[src/rtl/lrn_across_channels_unit_macros.svh]
// assertion macros for the lrn block
`ifndef LRN_ACROSS_CHANNELS_UNIT_MACROS_SVH
`define LRN_ACROSS_CHANNELS_UNIT_MACROS_SVH
`ifndef ASSERT_OFF
`define LRN_ASSERT_IMP(lbl, ck, rn, a, c) \
	lbl: assert property (@(posedge ck) disable iff (!rn) (a) |-> (c)) else $error("lrn check failed");
`define LRN_ASSERT_NXT(lbl, ck, rn, a, c) \
	lbl: assert property (@(posedge ck) disable iff (!rn) (a) |=> (c)) else $error("lrn check failed");
`else
`define LRN_ASSERT_IMP(lbl, ck, rn, a, c)
`define LRN_ASSERT_NXT(lbl, ck, rn, a, c)
`endif
`endif

[src/rtl/lrn_pkg.sv]
package lrn_pkg;

	localparam int MAX_WINDOW_DEF   = 15;
	localparam int MAX_CHANNELS_DEF = 1024;
	localparam int TAP_W            = 5;
	localparam int P_W              = 3;
	localparam int STEPS            = 24;

	localparam logic [1:0] REG_WINDOW = 2'd0;
	localparam logic [1:0] REG_ALPHA  = 2'd1;
	localparam logic [1:0] REG_BETA   = 2'd2;
	localparam logic [1:0] REG_BIAS   = 2'd3;

	localparam logic [3:0]  WINDOW_RST = 4'd5;
	localparam logic [23:0] ALPHA_RST  = 24'd209715;
	localparam logic [15:0] BETA_RST   = 16'd12288;
	localparam logic [23:0] BIAS_RST   = 24'd65536;

	typedef logic [STEPS-1:0][31:0] root_tab_t;

	typedef struct packed {
		logic             shift_in;
		logic             shift_zero;
		logic             clear;
		logic             sum_clr;
		logic             sum_step;
		logic [TAP_W-1:0] tap;
		logic             mul_lo;
		logic             mul_hi;
		logic             special;
		logic             norm_step;
		logic             log_init;
		logic             log_sq;
		logic             log_upd;
		logic             beta_mul;
		logic             exp_step;
		logic [4:0]       exp_idx;
		logic             pmul;
		logic             round;
		logic             emit;
		logic             emit_last;
	} lrn_cmd_t;

	typedef struct packed {
		logic [P_W-1:0] p;
		logic           x_zero;
		logic           s_zero;
		logic           top_set;
	} lrn_stat_t;

	function automatic logic [63:0] isqrt64(logic [63:0] v);
		logic [63:0] r;
		logic [63:0] b;
		logic [63:0] x;
		r = '0;
		b = 64'd1 << 62;
		x = v;
		for (int k = 0; k < 32; k++)
			if (b > x) b = b >> 2;
		for (int k = 0; k < 32; k++) begin
			if (b != 0) begin
				if (x >= r + b) begin
					x = x - (r + b);
					r = (r >> 1) + b;
				end else begin
					r = r >> 1;
				end
				b = b >> 2;
			end
		end
		return r;
	endfunction

	// 2^(2^-i) in q1.30 for i = 1..24, by repeated truncated square roots
	function automatic root_tab_t exp2_roots();
		root_tab_t   tab;
		logic [63:0] root;
		root = 64'd1 << 31;
		for (int i = 0; i < STEPS; i++) begin
			root   = isqrt64(root << 30);
			tab[i] = root[31:0];
		end
		return tab;
	endfunction

	localparam root_tab_t EXP2_ROOT = exp2_roots();

endpackage

[src/rtl/lrn_ctrl.sv]
module lrn_ctrl #(
	parameter int MAX_WINDOW   = lrn_pkg::MAX_WINDOW_DEF,
	parameter int MAX_CHANNELS = lrn_pkg::MAX_CHANNELS_DEF
) (
	input  logic               clk,
	input  logic               arst_n,
	input  logic               s_tvalid,
	input  logic               s_tlast,
	input  logic               out_free,
	input  lrn_pkg::lrn_stat_t stat,
	output logic               s_tready,
	output lrn_pkg::lrn_cmd_t  cmd
);

	localparam int IDX_W = (MAX_WINDOW > 1) ? $clog2(MAX_WINDOW) : 1;
	localparam int CH_W  = $clog2(MAX_CHANNELS + 1);
	localparam int EXT_W = CH_W + 5;

	localparam logic [3:0] S_IDLE  = 4'd0;
	localparam logic [3:0] S_SUM   = 4'd1;
	localparam logic [3:0] S_MULLO = 4'd2;
	localparam logic [3:0] S_MULHI = 4'd3;
	localparam logic [3:0] S_CHECK = 4'd4;
	localparam logic [3:0] S_NORM  = 4'd5;
	localparam logic [3:0] S_LSQ   = 4'd6;
	localparam logic [3:0] S_LUPD  = 4'd7;
	localparam logic [3:0] S_BETA  = 4'd8;
	localparam logic [3:0] S_EXP   = 4'd9;
	localparam logic [3:0] S_PMUL  = 4'd10;
	localparam logic [3:0] S_ROUND = 4'd11;
	localparam logic [3:0] S_EMIT  = 4'd12;
	localparam logic [3:0] S_NEXT  = 4'd13;

	localparam logic [4:0] LAST_STEP = 5'(lrn_pkg::STEPS - 1);

	logic [3:0]              state_q, state_d;
	logic [CH_W-1:0]         idx_q, idx_d, idx_inc;
	logic                    last_q, last_d;
	logic [lrn_pkg::P_W-1:0] f_q, f_d, p;
	logic [4:0]              cnt_q, cnt_d;
	logic [IDX_W-1:0]        tap_q, tap_d;

	assign p       = stat.p;
	assign idx_inc = (idx_q == CH_W'(MAX_CHANNELS)) ? idx_q : idx_q + CH_W'(1);

	always_ff @(posedge clk or negedge arst_n) begin
		if (!arst_n) begin
			state_q <= S_IDLE;
			idx_q   <= '0;
			last_q  <= 1'b0;
			f_q     <= '0;
			cnt_q   <= '0;
			tap_q   <= '0;
		end else begin
			state_q <= state_d;
			idx_q   <= idx_d;
			last_q  <= last_d;
			f_q     <= f_d;
			cnt_q   <= cnt_d;
			tap_q   <= tap_d;
		end
	end

	always_comb begin
		state_d     = state_q;
		idx_d       = idx_q;
		last_d      = last_q;
		f_d         = f_q;
		cnt_d       = cnt_q;
		tap_d       = tap_q;
		cmd         = '0;
		cmd.tap     = lrn_pkg::TAP_W'(tap_q);
		cmd.exp_idx = cnt_q;
		s_tready    = 1'b0;
		case (state_q)
			S_IDLE: begin
				s_tready = 1'b1;
				if (s_tvalid) begin
					cmd.shift_in = 1'b1;
					idx_d        = idx_inc;
					last_d       = s_tlast;
					f_d          = '0;
					if (EXT_W'(idx_inc) > EXT_W'(p)) begin
						cmd.sum_clr = 1'b1;
						tap_d       = '0;
						state_d     = S_SUM;
					end else begin
						state_d = S_NEXT;
					end
				end
			end
			S_SUM: begin
				cmd.sum_step = 1'b1;
				if (EXT_W'(tap_q) == EXT_W'({p, 1'b0})) state_d = S_MULLO;
				else tap_d = tap_q + IDX_W'(1);
			end
			S_MULLO: begin
				cmd.mul_lo = 1'b1;
				state_d    = S_MULHI;
			end
			S_MULHI: begin
				cmd.mul_hi = 1'b1;
				state_d    = S_CHECK;
			end
			S_CHECK: begin
				if (stat.x_zero || stat.s_zero) begin
					cmd.special = 1'b1;
					state_d     = S_EMIT;
				end else begin
					state_d = S_NORM;
				end
			end
			S_NORM: begin
				// one bit a cycle towards the leading one
				if (stat.top_set) begin
					cmd.log_init = 1'b1;
					cnt_d        = '0;
					state_d      = S_LSQ;
				end else begin
					cmd.norm_step = 1'b1;
				end
			end
			S_LSQ: begin
				cmd.log_sq = 1'b1;
				state_d    = S_LUPD;
			end
			S_LUPD: begin
				cmd.log_upd = 1'b1;
				if (cnt_q == LAST_STEP) begin
					state_d = S_BETA;
				end else begin
					cnt_d   = cnt_q + 5'd1;
					state_d = S_LSQ;
				end
			end
			S_BETA: begin
				cmd.beta_mul = 1'b1;
				cnt_d        = '0;
				state_d      = S_EXP;
			end
			S_EXP: begin
				cmd.exp_step = 1'b1;
				if (cnt_q == LAST_STEP) state_d = S_PMUL;
				else cnt_d = cnt_q + 5'd1;
			end
			S_PMUL: begin
				cmd.pmul = 1'b1;
				state_d  = S_ROUND;
			end
			S_ROUND: begin
				cmd.round = 1'b1;
				state_d   = S_EMIT;
			end
			S_EMIT: begin
				if (out_free) begin
					cmd.emit      = 1'b1;
					cmd.emit_last = (f_q == '0) ? (last_q && p == '0) : (f_q == p);
					state_d       = S_NEXT;
				end
			end
			S_NEXT: begin
				if (last_q && f_q != p) begin
					// flush with zero padding
					cmd.shift_zero = 1'b1;
					f_d            = f_q + 1'b1;
					if (EXT_W'(idx_q) + EXT_W'(f_q) + EXT_W'(1) > EXT_W'(p)) begin
						cmd.sum_clr = 1'b1;
						tap_d       = '0;
						state_d     = S_SUM;
					end
				end else if (last_q) begin
					cmd.clear = 1'b1;
					idx_d     = '0;
					last_d    = 1'b0;
					f_d       = '0;
					state_d   = S_IDLE;
				end else begin
					state_d = S_IDLE;
				end
			end
			default: state_d = S_IDLE;
		endcase
	end

endmodule

[config.mk]
export PLATFORM = sky130hd
export DESIGN_NAME = lrn_ctrl
export DESIGN_NICKNAME = d
export VERILOG_FILES = /design/src/rtl/lrn_across_channels_unit_macros.svh /design/src/rtl/lrn_pkg.sv /design/src/rtl/lrn_ctrl.sv
export SDC_FILE = /design/constraint.sdc
export NUM_CORES = 1
export LEC_CHECK = 0
export BUFFER_PORTS_ARGS = -buffer_cell sky130_fd_sc_hd__buf_2
export CELL_PAD_IN_SITES_DETAIL_PLACEMENT = 2
export CELL_PAD_IN_SITES_GLOBAL_PLACEMENT = 2
export CORE_MARGIN = 10
export CORE_UTILIZATION = 30
export CTS_BUF_LIST = sky130_fd_sc_hd__clkbuf_4 sky130_fd_sc_hd__clkbuf_8 sky130_fd_sc_hd__clkbuf_16
export DETAILED_ROUTE_END_ITERATION = 8
export GPL_ROUTABILITY_DRIVEN = 1
export PLACE_DENSITY = 0.73
export SLEW_MARGIN = 20
export SYNTH_ARGS = -nofsm -noshare
export SYNTH_HDL_FRONTEND = slang
export SYNTH_SLANG_ARGS = --single-unit
[constraint.sdc]
create_clock -name clk -period 3.1 [get_ports clk]
set_clock_uncertainty 0.15 [all_clocks]
set_input_delay 0.62 -clock clk [delete_from_list [all_inputs] [get_ports clk]]
set_output_delay 0.62 -clock clk [all_outputs]
set_load 0.1 [all_outputs]
### Yosys cells after proc, flatten, opt, wreduce, memory -nomap -nowiden

Index checks and enable logic that the tools add are counted.

| cells by class | value |
|---|---|
| bitwise gates (word level) | 0 |
| multiply operators | 0 |
| order comparisons | 2 |
| equality and inequality tests | 32 |
| multiplexer cells | 61 |
| shift operators | 0 |
| reductions and logical operators | 16 |
| add/subtract/negate cells | 6 |
| div/mod/pow operators | 0 |

Operators with widths:

| kind | number |
|---|---|
| 2-to-1 mux 4 bit | 15 |
| case mux 4 bit (14 select lines) | 1 |
| 2-to-1 mux 11 bit | 4 |
| 2-to-1 mux 1 bit | 26 |
| == test 4 bit, second input constant | 6 |
| inequality test 2 bit, second input constant | 12 |
| case mux 11 bit (2 select lines) | 1 |
| == test 4 x 3 -> 1 bit, second input constant | 4 |
| case mux 5 bit (3 select lines) | 1 |
| adder 12 x 1 -> 13 bit, second input constant | 1 |
| greater-than comparator 13 x 3 -> 1 bit | 1 |
| adder 11 x 3 -> 12 bit | 1 |
| case mux 4 bit (3 select lines) | 1 |
| AND reduction 6 bit | 2 |
| adder 11 x 1 -> 11 bit, second input constant | 1 |
| == test 11 bit, second input constant | 1 |
| greater-than comparator 11 x 3 -> 1 bit | 1 |
| 2-to-1 mux 5 bit | 2 |
| 2-to-1 mux 3 bit | 3 |
| AND reduction 3 bit | 3 |
| == test 4 x 2 -> 1 bit, second input constant | 2 |
| 2-to-1 mux 2 bit | 4 |
| logical NOT 3 bit | 2 |
| inequality test 3 bit, second input constant | 2 |
| 17 further kinds | 20 |

| word-level totals | value |
|---|---|
| output and inout bits | 29 |
| memories kept | 0 |
| RAM bits | 0 |
| bits in latches | 0 |
| ROM bits | 0 |
| flip-flop bits (word level) | 28 |
| bits of input ports | 11 |
| logic and storage cells | 123 |

### Logic depth before layout (Yosys ltp)

| depth | value |
|---|---|
| word-level depth | 6 |
| mapped depth | 15 |
| gate-level depth less buffers | 15 |

### Worst setup path after synthesis

OpenSTA, ideal clock, no wires.

| timing path | value |
|---|---|
| kind | input port to output port |
| from | in stat[5] (netlist bit) |
| to | out cmd[0] (netlist bit) |
| cell stages on the path | 5 |
| buffers on the path | 0 |
| arrival | 3.042 ns |
| data required time | 2.330 ns |
| path slack | -0.712 ns |
| cells stage by stage | inv_1 > nand2_1 > nor4_1 > a21oi_1 > nor3_1 |

RTL lines:

| item | RTL line | source |
|---|---|---|
| from (decl) | lrn_ctrl.sv:10 | `input lrn_pkg::lrn_stat_t stat,` |
| to (decl) | lrn_ctrl.sv:12 | `output lrn_pkg::lrn_cmd_t cmd` |

==> metrics.md <==
| Metric | Value |
|---|---|
| All-Layer GR Usage | `0.168` |
| Util after Layout | `0.446` |
| Critical Path Source Type | `register` |
| Design area | `0.00347 mm²` |
| Fin. Hold Viols | `0` |
| Worst R2R Setup Slack | `-300 ps` |
| Period utilization | `1.20` |
| Core Rows | `32` |
| Period minus WS final | `3730 ps` |
| Crit-path max FO | `4` |
| Worst reg2reg path depth | `19` |
| Core area | `0.00777 mm²` |
| First-pass GRT wire length | `16000 µm` |
| Dpl cell area | `0.00308 mm²` |
| Power Dens Cells | `990 mW/mm²` |
| M1 GR Usage | `0.207` |
| Buffers & Inverters on Critical Path | `3` |
| Routed via count | `2767` |
| Synth Cell Area | `0.00242 mm²` |
| Most frequent cells in the layout | `buf_4, buf_2, nor2_1, dfrtp_1, nand2_1` |
| Routed len/inst | `23.8 µm` |
| Worst path slowest cell | `dfrtp_1` |
| Largest net degree at the start of global routing | `29` |
| Fmax | `268 MHz` |
| Setup CP Type | `reg2out` |
| Drt drc | `0` |
| Grt met2 use | `0.294` |
| Yosys reg bits | `28` |
| HP Class | `in2async` |
| Synth Flop Type | `dfrtp_1` |
| Die footprint | `0.0120 mm²` |
| # setup viols final | `7` |
| Antenna Cells | `0` |
| Seq/Total Area, Yosys | `0.290` |
| Final worst setup slack | `-629 ps` |
| Initial Util | `0.311` |
| Crit. path cell count | `15` |
| Critical Path Sink Type | `output pin` |
| Die Width | `110 µm` |
| Setup_tns | `-2050 ps` |
| Die height | `110 µm` |
| Antenna violations before repair | `0` |
| RePlAce Congestion | `0.809` |
| Unrepaired setup endpoints after global routing | `true` |
| Io pins | `40` |
| Syn_area_per_cell | `8.05 µm²` |
| Met3 Resource Use GR | `0.0187` |
| Gr busiest metal | `met2` |
| Drt first pass iters | `4` |
| Syn_nets | `327` |
| Port buffer count | `38` |
| Max Cap Viol | `0` |
| Avg Vias per Cell | `5.66` |
| Max H-tree Level | `1` |
| Leakage power | `0.00160 µW` |
| Layout net count | `416` |
| Post-Syn Instances | `300` |
| DP HPWL | `7680 µm` |
| Grt ovf | `0` |
| WP data required | `2330 ps` |
| Failing checks | `setup timing` |
| Delay-heaviest family, CP | `simple AND/OR/NAND/NOR gates` |
| Number of flops mapped to enable cells by yosys | `0` |
| WHS | `214 ps` |
| Final Max Tran Viols | `0` |
| VDD IR max | `437 µV` |
| Synth warn | `0` |
| Drt total wl | `11600 µm` |
| Crit. Startpoint | `idx_q[0]` |
| Worst skew pair latency | `290 ps` |
| Area delta synth->final | `43.4%` |
| Status | `finished with violations` |
| Critical-path cell list | `inv_2 -> ha_4 -> nand2_4 -> nor3_4 -> nand3_4 -> buf_4 -> xnor2_1 -> ha_2 -> nor2b_4 -> o21a_4 -> o21ai_4 -> nand3_2 -> o21ai_2 -> nand2_4 -> buf_12` |
| Commonest non-fill, non-tap cell in the layout | `buf_4` |
| Worst Tran Pin Value | `732 ps` |
| Reg-to-Reg Start | `idx_q[0]` |
| Num CTS Buffers | `3` |
| CTS sink count | `28` |
| CTS Buffer Depth | `2` |
| CP max stage delay | `420 ps` |
| CTS tree | `built` |
| Routed Antenna Nets | `0` |
| Share of cells above drive strength 1 | `0.393` |
| First DRT Iteration DRCs | `143` |
| Cell mode on critical path | `nand2_4` |
| Clk slew on worst S/H paths | `110 ps` |
| Root Buffer | `clkbuf_8` |
| Relative slew slack | `0.506` |
| Async set-or-reset flop fraction in the synthesized netlist | `1.00` |
| Number of global-route vias before repair | `2901` |
| Post-synth cell types | `57` |
| CP arrival | `2960 ps` |
==> power by group <==
part / total [µW] / switching (µW) / internal [µW]
logic: 2610 / 1650 / 959
registers: 604 / 150 / 454
clock network: 222 / 134 / 88.0
==> registers in the layout (all words and copies together) (netlist names) <==
name and flops:
tap_q 4, state_q 4, last_q 1, cnt_q 5, idx_q 11, f_q 3
==> final timing paths <==
check | end
max in group asynchronous | state_q[0]
setup / recovery | cmd[24]
min in group clk | cnt_q[0]
hold reg to reg | cnt_q[0]
setup reg to reg | tap_q[0]
hold / removal | f_q[1]
==> logic make-up (layout without fill, tap and decap cells) <==
family	Yosys count	count (layout)	synth area share
and+or+nand+nor	121	121	0.257
AOI/OAI and AO/OA	84	84	0.237
buffers and inverters	30	117	0.0539
DFF	28	28	0.290
adders and majority gates	16	16	0.0860
xor gates and xnor gates	15	15	0.0544
muxes	5	5	0.0207
other	1	1	0.00155
==> area by class of cell <==
class | instances | area (µm²)
well taps | 102 | 128
multi-input cells | 242 | 1830
flip-flops and latches | 28 | 702
inverters | 17 | 63.8
clock buffers | 3 | 41.3
fillers | 841 | 4300
repair buffers | 97 | 701
==> cells in the mapped netlist, types with 2 or more instances <==
cell type | n | area share
clkbuf_1 | 3 | 0.0047
a31oi_1 | 5 | 0.013
dfrtp_1 | 28 | 0.29
nor3_1 | 11 | 0.023
nor4_1 | 2 | 0.0052
o211ai_1 | 2 | 0.0062
mux2i_1 | 5 | 0.021
nand3_1 | 14 | 0.029
o21a_1 | 3 | 0.0093
buf_4 | 2 | 0.0062
or3_1 | 3 | 0.0078
buf_2 | 8 | 0.017
nand2b_1 | 5 | 0.013
xor2_1 | 8 | 0.029
o41ai_1 | 2 | 0.0073
nor4b_1 | 2 | 0.0073
and4_4 | 2 | 0.0093
and3_1 | 4 | 0.010
nand2_1 | 29 | 0.045
nor2b_1 | 5 | 0.013
a21oi_1 | 10 | 0.021
a211o_1 | 3 | 0.011
o31ai_1 | 5 | 0.016
a211oi_1 | 2 | 0.0062
o21ai_0 | 34 | 0.070
or4_1 | 2 | 0.0062
inv_1 | 16 | 0.025
xnor2_1 | 7 | 0.025
o2bb2ai_1 | 2 | 0.0073
nor2_1 | 30 | 0.047
ha_1 | 15 | 0.078
nand4_1 | 6 | 0.016
==> layer usage <==
metal	wire (µm)	vias up
li1	-	1269
met1	5070	1401
met2	5790	70
met3	374	27
met4	388	0
met5	0	-
==> timing repair <==
action | CTS | global route
setup endpoints to repair | 5 | 10
setup buffers | 7 | 8
hold buffers | 0 | 0
pin swaps | 9 | 18
gates resized for setup | 18 | 33
==> stage by stage <==
| stage | cells | total power (µW) | worst slack, ps |
|---|---|---|---|
| after floorplan | 300 | 1930 | -90.5 |
| after global placement | 471 | 2460 | -267 |
| after detailed placement | 471 | 2550 | -493 |
| after CTS | 481 | 2940 | -476 |
| after global routing | 489 | 3610 | -750 |
| final | 489 | 3430 | -629 |
Power figures use the tool's default switching activity.
